## src/hw/rtl/mfa_pkg.sv

```systemverilog
// mfa_pkg: shared widths, limits, codes and record types for the mixed fraction adder
// depends on nothing; every other file of the block imports it
package mfa_pkg;

  localparam int FIELD_W     = 20;
  localparam int STAT_W      = 2;
  localparam int VALUE_LIMIT = 1000000;
  localparam int PROD_W      = 2 * FIELD_W;          // whole * den, den * den
  localparam int SCALE_W     = PROD_W + 1;           // whole * den + num
  localparam int TERM_W      = SCALE_W + FIELD_W;    // scaled numerator term
  localparam int MAG_W       = TERM_W + 1;           // sum of two terms
  localparam int SHIFT_W     = $clog2(FIELD_W);
  localparam int CNT_W       = $clog2(FIELD_W);
  localparam int QUEUE_DEPTH = 2;
  localparam int QPTR_W      = $clog2(QUEUE_DEPTH);
  localparam int QCNT_W      = $clog2(QUEUE_DEPTH + 1);

  typedef enum logic [STAT_W-1:0] {
    STATUS_OK        = 2'd0,
    STATUS_ZERO_DEN  = 2'd1,
    STATUS_TOO_LARGE = 2'd2
  } status_t;

  // job handed from the front to the back
  typedef struct packed {
    status_t              status;
    logic                 neg;
    logic [FIELD_W-1:0]   mag;
    logic [FIELD_W-1:0]   den;
  } mfa_job_t;

  typedef struct packed {
    logic                 neg;
    logic [FIELD_W-1:0]   whole;
    logic [FIELD_W-1:0]   num;
    logic [FIELD_W-1:0]   den;
    status_t              status;
  } mfa_result_t;

  typedef enum logic [1:0] {
    FR_IDLE,
    FR_PROD,
    FR_SCALE,
    FR_PUSH
  } front_state_t;

  typedef enum logic [2:0] {
    BK_IDLE,
    BK_GCD,
    BK_DIV_MAG,
    BK_DIV_DEN,
    BK_DIV_WHOLE,
    BK_DONE
  } back_state_t;

endpackage

```

## src/hw/rtl/mfa_queue.sv

```systemverilog
// mfa_queue: short register queue of jobs between front and back
// depends on mfa_pkg
module mfa_queue (
  input  logic              clk,
  input  logic              rst_n,
  input  logic              push_valid,
  output logic              push_ready,
  input  mfa_pkg::mfa_job_t push_data,
  output logic              pop_valid,
  input  logic              pop_ready,
  output mfa_pkg::mfa_job_t pop_data
);
  import mfa_pkg::*;

  mfa_job_t            entry_r [QUEUE_DEPTH];
  logic [QPTR_W-1:0]   wr_ptr_r, rd_ptr_r;
  logic [QCNT_W-1:0]   count_r;
  logic                do_push, do_pop;

  assign push_ready = count_r != QCNT_W'(QUEUE_DEPTH);
  assign pop_valid  = count_r != '0;
  assign pop_data   = entry_r[rd_ptr_r];
  assign do_push    = push_valid && push_ready;
  assign do_pop     = pop_valid && pop_ready;

  always_ff @(posedge clk) begin
    if (!rst_n) begin
      wr_ptr_r <= '0;
      rd_ptr_r <= '0;
      count_r  <= '0;
    end else begin
      if (do_push) wr_ptr_r <= wr_ptr_r + 1'b1;
      if (do_pop)  rd_ptr_r <= rd_ptr_r + 1'b1;
      case ({do_push, do_pop})
        2'b10:   count_r <= count_r + 1'b1;
        2'b01:   count_r <= count_r - 1'b1;
        default: count_r <= count_r;
      endcase
    end
  end

  always_ff @(posedge clk) begin
    if (do_push) entry_r[wr_ptr_r] <= push_data;
  end

endmodule

```

## config.mk

```make
export PLATFORM = sky130hd
export DESIGN_NAME = mfa_queue
export DESIGN_NICKNAME = d
export VERILOG_FILES = /design/src/hw/rtl/mfa_pkg.sv /design/src/hw/rtl/mfa_queue.sv
export SDC_FILE = /design/constraint.sdc
export NUM_CORES = 1
export LEC_CHECK = 0
export BUFFER_PORTS_ARGS = -buffer_cell sky130_fd_sc_hd__clkbuf_2
export CAP_MARGIN = 20
export CELL_PAD_IN_SITES_DETAIL_PLACEMENT = 1
export CELL_PAD_IN_SITES_GLOBAL_PLACEMENT = 1
export CORE_AREA = 2 2 111 113
export DETAILED_ROUTE_END_ITERATION = 16
export DIE_AREA = 0 0 113 115
export PLACE_DENSITY_LB_ADDON = 0.1
export SLEW_MARGIN = 30
export SYNTH_ARGS = -nofsm -noshare
export SYNTH_HDL_FRONTEND = slang
export SYNTH_SLANG_ARGS = --single-unit
```

## constraint.sdc

```tcl
create_clock -name clk -period 3.3 [get_ports clk]
set_input_delay 0.66 -clock clk [delete_from_list [all_inputs] [get_ports clk]]
set_output_delay 0.66 -clock clk [all_outputs]
set_load 0.02 [all_outputs]
```

# == Yosys cells after proc, flatten, opt, wreduce, memory -nomap -nowiden ==
# Memory sizes are Yosys's and may differ from the RTL's. A register that Yosys moved wholly into a read port is not among the register bits.
# Index checks and enable logic that the tools add are counted.
# word_totals
memories,1
register_bits,4
ramBits,86
inputBits,47
word_cells,20
output_inout_bits,45
# memory_table
memory,depth,word_bits,read_ports,rd_ports_with_merged_regs,write_ports,line_no,source
entry_r,2,43,1,1,1,mfa_queue.sv:15,mfa_job_t entry_r [QUEUE_DEPTH];
# classes
n_addsub,4
n_reduce_logical,4
mux,5
eq_ne,3
# ops
op,count
$mux 1,4
$pmux 2 s2,1
$reduce_bool 2->1,2
$add 1x1->1 const B,2
$add 2x1->2 const B,1
$eq 2x1->1 const B,1
$eq 2x2->1 const B,1
$logic_and 1x1->1,2
$ne 2x2->1 const B,1
$sub 2x1->2 const B,1

# == Depth between registers and ports, before layout ==
# logic_depth
ltp_word,4
ltp_mapped,6
ltp_nobuf,6

# == Worst setup path before layout ==
# No wires, ideal clock.
# synth_timing
kind,register to register
startpoint,reg count_r[0]
endpoint,mem entry_r[1][0] in the netlist's numbering (enable)
slack_ps,1071
n_path_buf,0
setup_ps,405
period_less_slack_ps,2229
stages_incl_launch_ff,3
t_required_ps,2895
t_arrival_ps,1824
path_cell_list,dfxtp_1 > nand2b_1 > and3_1
# synth_between
elab_chain_cells,4
# synth_lines
element,line_no,source
"start, declared",mfa_queue.sv:17,logic [QCNT_W-1:0] count_r;
"start signal, assigned",mfa_queue.sv:35,2'b10: count_r <= count_r + 1'b1;
"start signal, assigned",mfa_queue.sv:36,2'b01: count_r <= count_r - 1'b1;
"start signal, assigned",mfa_queue.sv:37,default: count_r <= count_r;
$ne 2x2->1,mfa_queue.sv:20,assign push_ready = count_r != QCNT_W'(QUEUE_DEPTH);
via push_ready,mfa_queue.sv:7,"output logic push_ready,"
$logic_and 1x1->1,mfa_queue.sv:23,assign do_push = push_valid && push_ready;
$mux 1,mfa_queue.sv:43,if (do_push) entry_r[wr_ptr_r] <= push_data;
$mux 1 (not written as such),mfa_queue.sv:43,
"end, declared",mfa_queue.sv:15,
# The timed path passes the listed nets, and every way through them passes these cells.

==> run_results.csv <==
group,metric,value,unit
sta,setup_tns,0,ps
sta,period_needed,2520,ps
power,p_total,3590,µW
global_routing,grt_pass1_vias,1872,
synthesis,async_flop_share,0,%
route,wirelength,6.59,mm
cts,insertion_delay,330,ps
route,initialDrtViolationCount,44,
worst_setup_path,end_kind,"output port",
worst_setup_path,cp.arrival,1860,ps
sta,setup_viol,0,
synthesis,ys.flop_type,"edfxtp_1",
global_routing,grt_max_degree,27,
worst_setup_path,r2r_start,"count_r[0]",
cts,htreeDepth,3,
power,irDropWorstVdd,0.244,mV
power,p_sw,1050,µW
sta,hold_violations,0,
hold_path,whs_path_depth,1,
cts,clock_path_buffers,2,
cts,cts_resized,0,
cells_and_area,drive_above_1_share,59.2,%
power,switching_share,29.4,%
synthesis,synth_cells,158,
cells_and_area,most-common-layout-cells,"91 x clkbuf_2, 86 x edfxtp_1, 43 x mux2_2",
synthesis,ys_seq_area_share,80.6,%
global_routing,grt_util_all_layers,10.7,%
worst_setup_path,cp_max_fo,22,
cts,cts_sinks,91,
floorplanning,pin_count,92,
global_routing,antenna_found_initial,0,
cts,numCtsBuffers,9,
synthesis,synth_nets,206,
sta,skew,7.22,ps
route,first_pass_iters,10,
sta,post-route-period-util,76.5,%
worst_setup_path,path_class,"flip-flop to output port",
synthesis,avgSynthCellArea,21.1,µm²
global_routing,grt_overflow,0,
cells_and_area,postLayoutCoreUtil,36.4,%
outcome,status,"complete, but fails checks",
hold_path,hp-start,"push_data[22]",
power,p_int,2540,µW
cts,cts_root_buf,"clkbuf_16",
hold_path,min_path_type,"input port to flip-flop",
cts,cts_setup_buffers,0,
place,post-place-ws,1080,ps
synthesis,yosysWarningCount,0,
outcome,failed_checks,"design-rule violations",
worst_setup_path,ff2ff_path_depth,4,
power,pwr-share-comb,27.4,%
power,sequentialPowerShare,43.3,%
cells_and_area,n_antenna_cell,0,
synthesis,synth_top_area_cell,"edfxtp_1",
place,dp.cells,395,
cells_and_area,fin_nets,307,
synthesis,ys_seq_elements,91,
place,gp_congestion,0.644,
cts,ctsHoldBuffers,0,
floorplanning,num_rows,40,
flow_run,drv_cap,0,
sta,rsz0062_at_grt,"no",
worst_setup_path,crit_required,2640,ps
floorplanning,dieArea,0.0130,mm²
route,ant_nets,0,
synthesis,synth_top_cell_area_share,77.6,%
cells_and_area,syn2layout_area_growth,29.1,%
floorplanning,core,0.0118,mm²
sta,slew_viol_final,0,
floorplanning,initial_core_util,28.2,%
synthesis,synth_edf_count,86,
synthesis,synth_area,0.00333,mm²
power,cellPowerDensity,836,mW/mm²
route,wl_met1,2.82,mm
route,avgRoutedWirePerCell,16.1,µm
cts,clkTransAtPathRegs,60,ps
global_routing,grt_pass1_wl,10.3,mm
route,vias,1769,
cells_and_area,finalNonFillerCells,409,
synthesis,netlist_top_cells_area,"edfxtp_1 78%, mux2_2 15%, dfxtp_1 3.0%",
sta,max_freq,396,MHz
route,via_per_inst,4.33,
power,p_leak,0.00161,µW
cts,cts_tree,"built",
route,wl_met3,354,µm
route,drc,6,
sta,setup_ws,776,ps
sta,tightest_slew,640,ps
floorplanning,fp.dieW,113,µm
cells_and_area,final_common_cell,"clkbuf_2",
worst_setup_path,startpoint_type,"flip-flop",
place,portBuffers,91,
floorplanning,die_y,115,µm
synthesis,ys_types,20,
route,route.met2.wl,3.33,mm
sta,relSlewSlack,57.3,%
route,highest_layer,"met4",
power,p_clk_share,29.2,%
power groups by stage:
stage               Combinational (µW)  Clock, µW  Sequential (µW)
global route                      1060       1140             1580
detailed placement                1020          0             1580
floorplan                          710          0             1520
CTS                               1020       1090             1560
global placement                  1010          0             1580
finish                             985       1050             1550
cell families after synthesis:
group	synth area share (%)
flops	80.6
mux	14.6
simple gates	1.66
buf+inv	0.865
compound gates	1.13
xor+xnor	0.790
fa+ha+maj	0.376
cell type report:
| cell class | count | area [µm²] |
|---|---|---|
| Clock buffer | 11 | 233 |
| Clock inverter | 3 | 65.1 |
| Fill cell | 1206 | 7510 |
| Inverter | 1 | 3.75 |
| Multi-Input combinational cell | 61 | 617 |
| Sequential cell | 91 | 2680 |
| Tap cell | 147 | 184 |
| Timing Repair Buffer | 95 | 510 |
critical path, stage by stage (launching register included):
cell	delay (ps)
dfxtp_2	740
buf_12	250
mux2_2	370
clkbuf_2	160
synthesized netlist by cell type (2+ instances only):
library cell	number
mux2_2	43
xnor2_1	3
nor2b_1	2
edfxtp_1	86
buf_2	5
dfxtp_1	5
state kept, by name (all words and copies together), names as in the netlist, named ones only:
| register | count |
|---|---|
| rd_ptr_r | 1 |
| wr_ptr_r | 1 |
| count_r | 2 |
| entry_r | 86 |
layer usage:
metal / up-vias / track usage [%]
li1: 815 / -
met1: 904 / 12.8
met2: 44 / 17.7
met3: 6 / 3.64
met4: 0 / 4.88
met5: - / 0
stage by stage:
step | instance area (µm²) | hold slack [ps]
finish | 4300 | 516
global route | 4300 | 497
CTS | 4300 | 501
detailed placement | 4000 | 519
global placement | 4000 | 510
floorplan | 3330 | 479
path summary, 6_finish.rpt:
| check | end | slack [ps] |
|---|---|---|
| worst max-delay path | pop_data[38] | 780 |
| worst min-delay path | entry_r[0][22] | 520 |
| worst max register to register | entry_r[0][33] | 1420 |
| worst min register to register | count_r[1] | 530 |
(Power assumes the default switching activity.)
