<file path="src/hw/rtl/mfa_pkg.sv">
// mfa_pkg: shared widths, limits, codes and record types for the mixed fraction adder
// depends on nothing; every other file of the block imports it
package mfa_pkg;

  localparam int FIELD_W     = 20;
  localparam int STAT_W      = 2;
  localparam int VALUE_LIMIT = 1000000;
  localparam int PROD_W      = 2 * FIELD_W;          // whole * den, den * den
  localparam int SCALE_W     = PROD_W + 1;           // whole * den + num
  localparam int TERM_W      = SCALE_W + FIELD_W;    // scaled numerator term
  localparam int MAG_W       = TERM_W + 1;           // sum of two terms
  localparam int SHIFT_W     = $clog2(FIELD_W);
  localparam int CNT_W       = $clog2(FIELD_W);
  localparam int QUEUE_DEPTH = 2;
  localparam int QPTR_W      = $clog2(QUEUE_DEPTH);
  localparam int QCNT_W      = $clog2(QUEUE_DEPTH + 1);

  typedef enum logic [STAT_W-1:0] {
    STATUS_OK        = 2'd0,
    STATUS_ZERO_DEN  = 2'd1,
    STATUS_TOO_LARGE = 2'd2
  } status_t;

  // job handed from the front to the back
  typedef struct packed {
    status_t              status;
    logic                 neg;
    logic [FIELD_W-1:0]   mag;
    logic [FIELD_W-1:0]   den;
  } mfa_job_t;

  typedef struct packed {
    logic                 neg;
    logic [FIELD_W-1:0]   whole;
    logic [FIELD_W-1:0]   num;
    logic [FIELD_W-1:0]   den;
    status_t              status;
  } mfa_result_t;

  typedef enum logic [1:0] {
    FR_IDLE,
    FR_PROD,
    FR_SCALE,
    FR_PUSH
  } front_state_t;

  typedef enum logic [2:0] {
    BK_IDLE,
    BK_GCD,
    BK_DIV_MAG,
    BK_DIV_DEN,
    BK_DIV_WHOLE,
    BK_DONE
  } back_state_t;

endpackage

</file>
<file path="src/hw/rtl/mfa_back.sv">
// mfa_back: binary gcd, three bit-serial divisions and the result register
// depends on mfa_pkg
module mfa_back (
  input  logic                 clk,
  input  logic                 rst_n,
  input  logic                 pop_valid,
  output logic                 pop_ready,
  input  mfa_pkg::mfa_job_t    pop_data,
  output logic                 res_valid,
  input  logic                 res_ready,
  output mfa_pkg::mfa_result_t res_data
);
  import mfa_pkg::*;

  back_state_t state_r, state_nxt;

  status_t             status_r;
  logic                neg_r;
  logic [FIELD_W-1:0]  mag_r, den_r;
  logic [FIELD_W-1:0]  x_r, y_r;
  logic [SHIFT_W-1:0]  shift_r;
  logic [FIELD_W-1:0]  n_r, d_r, whole_r, num_r;
  logic [FIELD_W-1:0]  dvd_r, rem_r, dvs_r;
  logic [CNT_W-1:0]    cnt_r;
  logic                res_valid_r;
  mfa_result_t         res_r;

  logic                take_job;
  logic                gcd_done;
  logic                div_last;
  logic                out_load;
  logic [FIELD_W:0]    trial;
  logic                trial_ge;
  logic [FIELD_W-1:0]  dvd_nxt, rem_nxt;

  assign take_job = pop_valid && pop_ready;
  assign gcd_done = x_r == '0 || y_r == '0;
  assign div_last = cnt_r == CNT_W'(FIELD_W - 1);

  // one restoring division step per cycle
  always_comb begin
    trial    = {rem_r, dvd_r[FIELD_W-1]};
    trial_ge = trial >= {1'b0, dvs_r};
    rem_nxt  = trial_ge ? FIELD_W'(trial - {1'b0, dvs_r}) : trial[FIELD_W-1:0];
    dvd_nxt  = {dvd_r[FIELD_W-2:0], trial_ge};
  end

  always_comb begin
    state_nxt = state_r;
    case (state_r)
      BK_IDLE: begin
        if (take_job) state_nxt = (pop_data.status == STATUS_OK) ? BK_GCD : BK_DONE;
      end
      BK_GCD:       if (gcd_done) state_nxt = BK_DIV_MAG;
      BK_DIV_MAG:   if (div_last) state_nxt = BK_DIV_DEN;
      BK_DIV_DEN:   if (div_last) state_nxt = BK_DIV_WHOLE;
      BK_DIV_WHOLE: if (div_last) state_nxt = BK_DONE;
      BK_DONE:      if (out_load) state_nxt = BK_IDLE;
      default:      state_nxt = BK_IDLE;
    endcase
  end

  always_comb begin
    pop_ready = 1'b0;
    out_load  = 1'b0;
    case (state_r)
      BK_IDLE: pop_ready = 1'b1;
      BK_DONE: out_load  = !res_valid_r || res_ready;
      default: begin
        pop_ready = 1'b0;
        out_load  = 1'b0;
      end
    endcase
  end

  always_ff @(posedge clk) begin
    if (!rst_n) begin
      state_r     <= BK_IDLE;
      res_valid_r <= 1'b0;
    end else begin
      state_r <= state_nxt;
      if (out_load) begin
        res_valid_r <= 1'b1;
      end else if (res_ready) begin
        res_valid_r <= 1'b0;
      end
    end
  end

  always_ff @(posedge clk) begin
    case (state_r)
      BK_IDLE: begin
        if (take_job) begin
          status_r <= pop_data.status;
          neg_r    <= pop_data.neg;
          mag_r    <= pop_data.mag;
          den_r    <= pop_data.den;
          x_r      <= pop_data.mag;
          y_r      <= pop_data.den;
          shift_r  <= '0;
        end
      end
      BK_GCD: begin
        if (gcd_done) begin
          dvs_r <= FIELD_W'((x_r | y_r) << shift_r);
          dvd_r <= mag_r;
          rem_r <= '0;
          cnt_r <= '0;
        end else if (!x_r[0] && !y_r[0]) begin
          x_r     <= x_r >> 1;
          y_r     <= y_r >> 1;
          shift_r <= shift_r + 1'b1;
        end else if (!x_r[0]) begin
          x_r <= x_r >> 1;
        end else if (!y_r[0]) begin
          y_r <= y_r >> 1;
        end else if (x_r >= y_r) begin
          x_r <= x_r - y_r;
        end else begin
          y_r <= y_r - x_r;
        end
      end
      BK_DIV_MAG: begin
        cnt_r <= cnt_r + 1'b1;
        dvd_r <= dvd_nxt;
        rem_r <= rem_nxt;
        if (div_last) begin
          n_r   <= dvd_nxt;
          dvd_r <= den_r;
          rem_r <= '0;
          cnt_r <= '0;
        end
      end
      BK_DIV_DEN: begin
        cnt_r <= cnt_r + 1'b1;
        dvd_r <= dvd_nxt;
        rem_r <= rem_nxt;
        if (div_last) begin
          d_r   <= dvd_nxt;
          dvs_r <= dvd_nxt;
          dvd_r <= n_r;
          rem_r <= '0;
          cnt_r <= '0;
        end
      end
      BK_DIV_WHOLE: begin
        cnt_r <= cnt_r + 1'b1;
        dvd_r <= dvd_nxt;
        rem_r <= rem_nxt;
        if (div_last) begin
          whole_r <= dvd_nxt;
          num_r   <= rem_nxt;
        end
      end
      BK_DONE: begin
        if (out_load) begin
          res_r.status <= status_r;
          if (status_r == STATUS_OK) begin
            res_r.neg   <= neg_r;
            res_r.whole <= whole_r;
            res_r.num   <= num_r;
            res_r.den   <= d_r;
          end else begin
            res_r.neg   <= 1'b0;
            res_r.whole <= '0;
            res_r.num   <= '0;
            res_r.den   <= FIELD_W'(1);
          end
        end
      end
      default: begin
        cnt_r <= cnt_r;
      end
    endcase
  end

  assign res_valid = res_valid_r;
  assign res_data  = res_r;

endmodule

</file>
<file path="config.mk">
export PLATFORM = sky130hd
export DESIGN_NAME = mfa_back
export DESIGN_NICKNAME = d
export VERILOG_FILES = /design/src/hw/rtl/mfa_pkg.sv /design/src/hw/rtl/mfa_back.sv
export SDC_FILE = /design/constraint.sdc
export NUM_CORES = 1
export LEC_CHECK = 0
export ABC_CLOCK_PERIOD_IN_PS = 6240
export BUFFER_PORTS_ARGS = -buffer_cell sky130_fd_sc_hd__buf_2
export CAP_MARGIN = 25
export CORE_UTILIZATION = 45
export CTS_BUF_LIST = sky130_fd_sc_hd__clkbuf_8
export DETAILED_ROUTE_END_ITERATION = 6
export SLEW_MARGIN = 20
export SYNTH_ARGS = -nofsm -noshare
export SYNTH_HDL_FRONTEND = slang
export SYNTH_SLANG_ARGS = --single-unit
</file>
<file path="constraint.sdc">
create_clock -name clk -period 6.24 [get_ports clk]
set_input_delay 1.248 -clock clk [delete_from_list [all_inputs] [get_ports clk]]
set_output_delay 1.248 -clock clk [all_outputs]
set_load 0.05 [all_outputs]
</file>
; Word-level counts from Yosys, hierarchy flattened
; Index checks and enable logic that the tools add are counted.
[word_totals]
register_bits = 300
latch_bits = 0
ram_bits = 0
mem_bits_ro = 0
inputBits = 47
output_inout_bits = 65
elab_cells = 127
mem_count = 0
[op_classes]
addsub = 5
mul = 0
div_mod_pow = 0
n_lt_le_gt_ge = 2
n_eq_ne = 18
shifts = 1
mux = 44
n_bitwise = 1
reduce_logical = 32
[op_table]
columns = operator, count
row1 = $mux 20, 20
row2 = $pmux 20 s2, 3
row3 = $pmux 20 s4, 1
row4 = $pmux 20 s3, 1
row5 = $sub 20x20->20, 3
row6 = $logic_not 20->1, 2
row7 = $mux 5, 5
row8 = $ge 21x20->1, 1
row9 = $mux 3, 7
row10 = $ge 20x20->1, 1
row11 = $or 20x20->20, 1
row12 = $shl 20x5->20, 1
row13 = $pmux 3 s6, 1
row14 = $ne 2x2->1 const B, 8
row15 = $pmux 5 s3, 1
row16 = $reduce_and 2->1, 7
row17 = $ne 4x4->1 const B, 3
row18 = $add 5x1->5 const B, 2
row19 = $pmux 5 s2, 1
row20 = $reduce_and 5->1, 2
row21 = $reduce_and 4->1, 2
row22 = $eq 3x2->1 const B, 2
row23 = $eq 3x3->1 const B, 2
row24 = $reduce_and 3->1, 2
row25 = other kinds (14), 24

; Longest topological paths before layout
[logic_depth]
word_depth = 7
depth_mapped = 12

; Worst setup path after synthesis
; OpenSTA, ideal clock, no wires.
[synth_path]
path_type = register to register
start = register x_r[0]
end = register y_r[10] (enable)
t_arrival_ns = 3.399
required_ns = 5.839
setup_slack_ns = 2.439
path_stages_with_launch = 13
n_path_buf = 1
period_less_slack_ns = 3.801
cell_sequence = edfxtp_1 inv_1 ha_1 inv_1 fa_1 or2b_2 a211o_1 a31oi_4 o311ai_4 and2_1 buf_4 o21bai_1 a21oi_1
[synth_between]
elab_chain_cells = 4
word_cells_on_any_way = 9
classes_between = order compare (1) / eq/ne (3) / reduce/logical (5)
[synth_lines]
columns = element, line_no
row1 = "start, declared", mfa_back.sv:20  ; logic [FIELD_W-1:0] x_r, y_r;
row2 = "start signal, assigned", mfa_back.sv:98  ; x_r <= pop_data.mag;
row3 = "start signal, assigned", mfa_back.sv:110  ; x_r <= x_r >> 1;
row4 = "start signal, assigned", mfa_back.sv:114  ; x_r <= x_r >> 1;
row5 = branches (longest 3 deep; another with $ge 20x20->1), n/a
row6 = $reduce_and 5->1 (no source line) *, n/a
row7 = "end signal, assigned", mfa_back.sv:99  ; y_r <= pop_data.den;
row8 = "end signal, assigned", mfa_back.sv:111  ; y_r <= y_r >> 1;
row9 = "end signal, assigned", mfa_back.sv:116  ; y_r <= y_r >> 1;
row10 = "end, declared", mfa_back.sv:20
; Every way passes the cells marked *.
; A chain may end at the register's enable or synchronous reset.

; Worst setup path after layout
[layout_path]
start = register x_r[0]
end = register y_r[18] (enable)
; The elaborated chain is that of the path after synthesis.

==> flow_metrics.env <==
export IMPL_async_flop_share=0
export IMPL_cts_buffers=47
export IMPL_critPathKind="reg2reg"
export IMPL_tns_ns=0
export IMPL_path_clk_slew_ns=0.06
export IMPL_setup_violations=0
export IMPL_syn_area_per_cell_um2=11.3
export IMPL_drt_pre_antenna_iters=5
export IMPL_die_area_um2=36900
export IMPL_first_global_vias=11200
export IMPL_fin_crit_ns=4.22
export IMPL_arrival_ns=4.49
export IMPL_area_delta_synth_final_pct=11.5
export IMPL_endpoint="y_r[18]$_DFFE_PP_"
export IMPL_grt_usage=0.244
export IMPL_worst_slack_ns=2.02
export IMPL_antenna_cells=0
export IMPL_gp_congestion=0.924
export IMPL_yosysWarnings=0
export IMPL_io_pin_count=112
export IMPL_rr_worst_depth=12
export IMPL_yosysSeqAreaShare=0.551
export IMPL_cts_sinks=300
export IMPL_outcome="finished clean"
export IMPL_synth_fp_nets=1568
export IMPL_critPathRequiredTime_ns=6.51
export IMPL_worst_pin_slew_ns=1.02
export IMPL_slew_headroom=0.322
export IMPL_drt_wl_total_mm=44.3
export IMPL_yosysUniqueCellTypes=81
export IMPL_dp_hpwl_mm=32.5
export IMPL_fp_dieH_um=192
export IMPL_start_util=0.458
export IMPL_drtIter0Drc=1103
export IMPL_grt_max_degree=61
export IMPL_postCtsHoldBufs=0
export IMPL_synth_area_um2=16300
export IMPL_die_w_um=192
export IMPL_core_area_um2=35600
export IMPL_ys_top_cells_by_area="edfxtp_1 (55%), ha_1 (6.3%), a21oi_1 (3.6%)"
export IMPL_postCtsSetupBuffers=0
export IMPL_hold_path_startpoint="d_r[0]$_DFFE_PP_"
export IMPL_port_buffers=111
export IMPL_finalCritPeriodShare=0.676
export IMPL_p_leak_uw=0.00690
export IMPL_largest_register_ffs=63
export IMPL_cts_root_buf="clkbuf_8"
export IMPL_ys_ff_latch=300
export IMPL_cts_htree_levels=2
export IMPL_dp_slack_ns=2.11
export IMPL_yosysMostFrequentCell="edfxtp_1"
export IMPL_synth_commonest_cells="edfxtp_1 (296), nor2_1 (135), a21oi_1 (118)"
export IMPL_multi_input_area_um2=6670
export IMPL_startpoint="x_r[0]$_DFFE_PP_"
export IMPL_grt_pass1_wl_mm=67.5
export IMPL_worstReg2RegEnd="y_r[18]$_DFFE_PP_"
export IMPL_hp_class="reg2reg"
export IMPL_reg2reg_from="x_r[0]$_DFFE_PP_"
export IMPL_cts_tree="built"
export IMPL_ir_worst_vdd_v=0.000252
export IMPL_drc_errors=0
export IMPL_cp_max_fo=13
export IMPL_cts_resized=0
export IMPL_num_vias=11700
export IMPL_placementRows=69
export IMPL_r2r_setup_slack_ns=2.02
export IMPL_antenna_left=0
export IMPL_clkLatencyLatePin_ns=0.61
export IMPL_grt_overflow=0
export IMPL_cp_start_kind="register"
export IMPL_cp_end_kind="register"
export IMPL_synth_edf_count=296
export IMPL_clock_path_buffers=3
export IMPL_drive_gt1_frac=0.156
export IMPL_syn_instance_count=1436
export IMPL_fillCellCount=3200
export IMPL_rsz0062_at_grt="false"
export IMPL_antenna_found_initial=0
export IMPL_p_per_area_nw_per_um2=453
export IMPL_synth_top_area_frac=0.546
export IMPL_hold_viol=0
export IMPL_wl_per_cell_um=21.8
export IMPL_final_setup_skew_ns=0.0449
export IMPL_synth_top_flop_cell="edfxtp_1"
export IMPL_timing_fmax_mhz=237
export IMPL_drv_slew=0
export IMPL_maxCapViolations=0
export IMPL_viasPerCell=5.74
export IMPL_regArea_um2=8970
export IMPL_synth_largest_area_cell="edfxtp_1"
export IMPL_nets=1670
## power breakdown
group	internal (uW)	switching, uW	total, uW
logic	1280	2370	3660
clock network	834	779	1610
registers	2640	308	2950
## area by class of cell
class                           count  share of cell area
Multi-Input combinational cell    969               0.367
Tap cell                          461              0.0318
Clock buffer                       47              0.0356
Sequential cell                   300               0.494
Clock inverter                     37              0.0134
Timing Repair Buffer              129              0.0389
Inverter                           91              0.0188
## layer usage
layer / vias to the layer above / track usage / share of wire
met3: 65 / 0.0354 / 0.053
li1: 5530 / - / -
met4: 0 / 0.0709 / 0.021
met2: 391 / 0.394 / 0.47
met5: - / 0 / 0
met1: 5690 / 0.338 / 0.46
## layout by cell type (no fill, tap or decap), types with 30 or more instances in the layout
cell,n
edfxtp_1,296
nor2_1,132
a21oi_1,116
buf_2,111
inv_1,98
ha_1,82
and2_1,76
nand2_1,69
o21ai_0,67
clkbuf_8,47
xnor2_1,37
nand3_1,30
## how the worst min path moves through the flow
stage | end | slack (ns) | cells after the start
floorplan | res_data[1]$_DFFE_PP_ | 0.44 | 0
global placement | res_data[1]$_DFFE_PP_ | 0.48 | 0
detailed placement | res_data[2]$_SDFFCE_PP1P_ | 0.49 | 1
CTS | res_data[2]$_SDFFCE_PP1P_ | 0.50 | 1
global route | res_data[2]$_SDFFCE_PP1P_ | 0.52 | 1
finish | res_data[2]$_SDFFCE_PP1P_ | 0.50 | 1
## through the flow
step | utilization | power [uW] | instances | area [um2] | hold WS, ns
finish | 0.510 | 8220 | 2034 | 18200 | 0.500
global route | 0.510 | 8670 | 2034 | 18200 | 0.522
CTS | 0.510 | 8210 | 2033 | 18100 | 0.502
detailed placement | 0.485 | 6570 | 1949 | 17300 | 0.487
global placement | 0.484 | 6560 | 1948 | 17200 | 0.479
floorplan | - | 5500 | 1436 | 16300 | 0.444
## kinds of logic after synthesis
family | Yosys count | synth area share
XOR/XNOR | 50 | 0.0269
adder cells (fa/ha/maj) | 85 | 0.0667
flip-flops | 300 | 0.551
buffers and inverters | 167 | 0.0427
AO/OA/AOI/OAI | 368 | 0.153
AND/OR/NAND/NOR | 421 | 0.129
multiplexers | 45 | 0.0301
## worst max-delay path, stage by stage (launching register included)
cell	delay, ns
edfxtp_1	0.45
inv_1	0.16
ha_1	0.20
inv_1	0.06
fa_1	0.38
or2b_2	0.21
a211o_1	0.23
a31oi_4	0.16
o311ai_4	0.38
and2_1	0.63
o21bai_1	0.18
a21oi_2	0.52
buf_4	0.31
(Power assumes the default switching activity.)
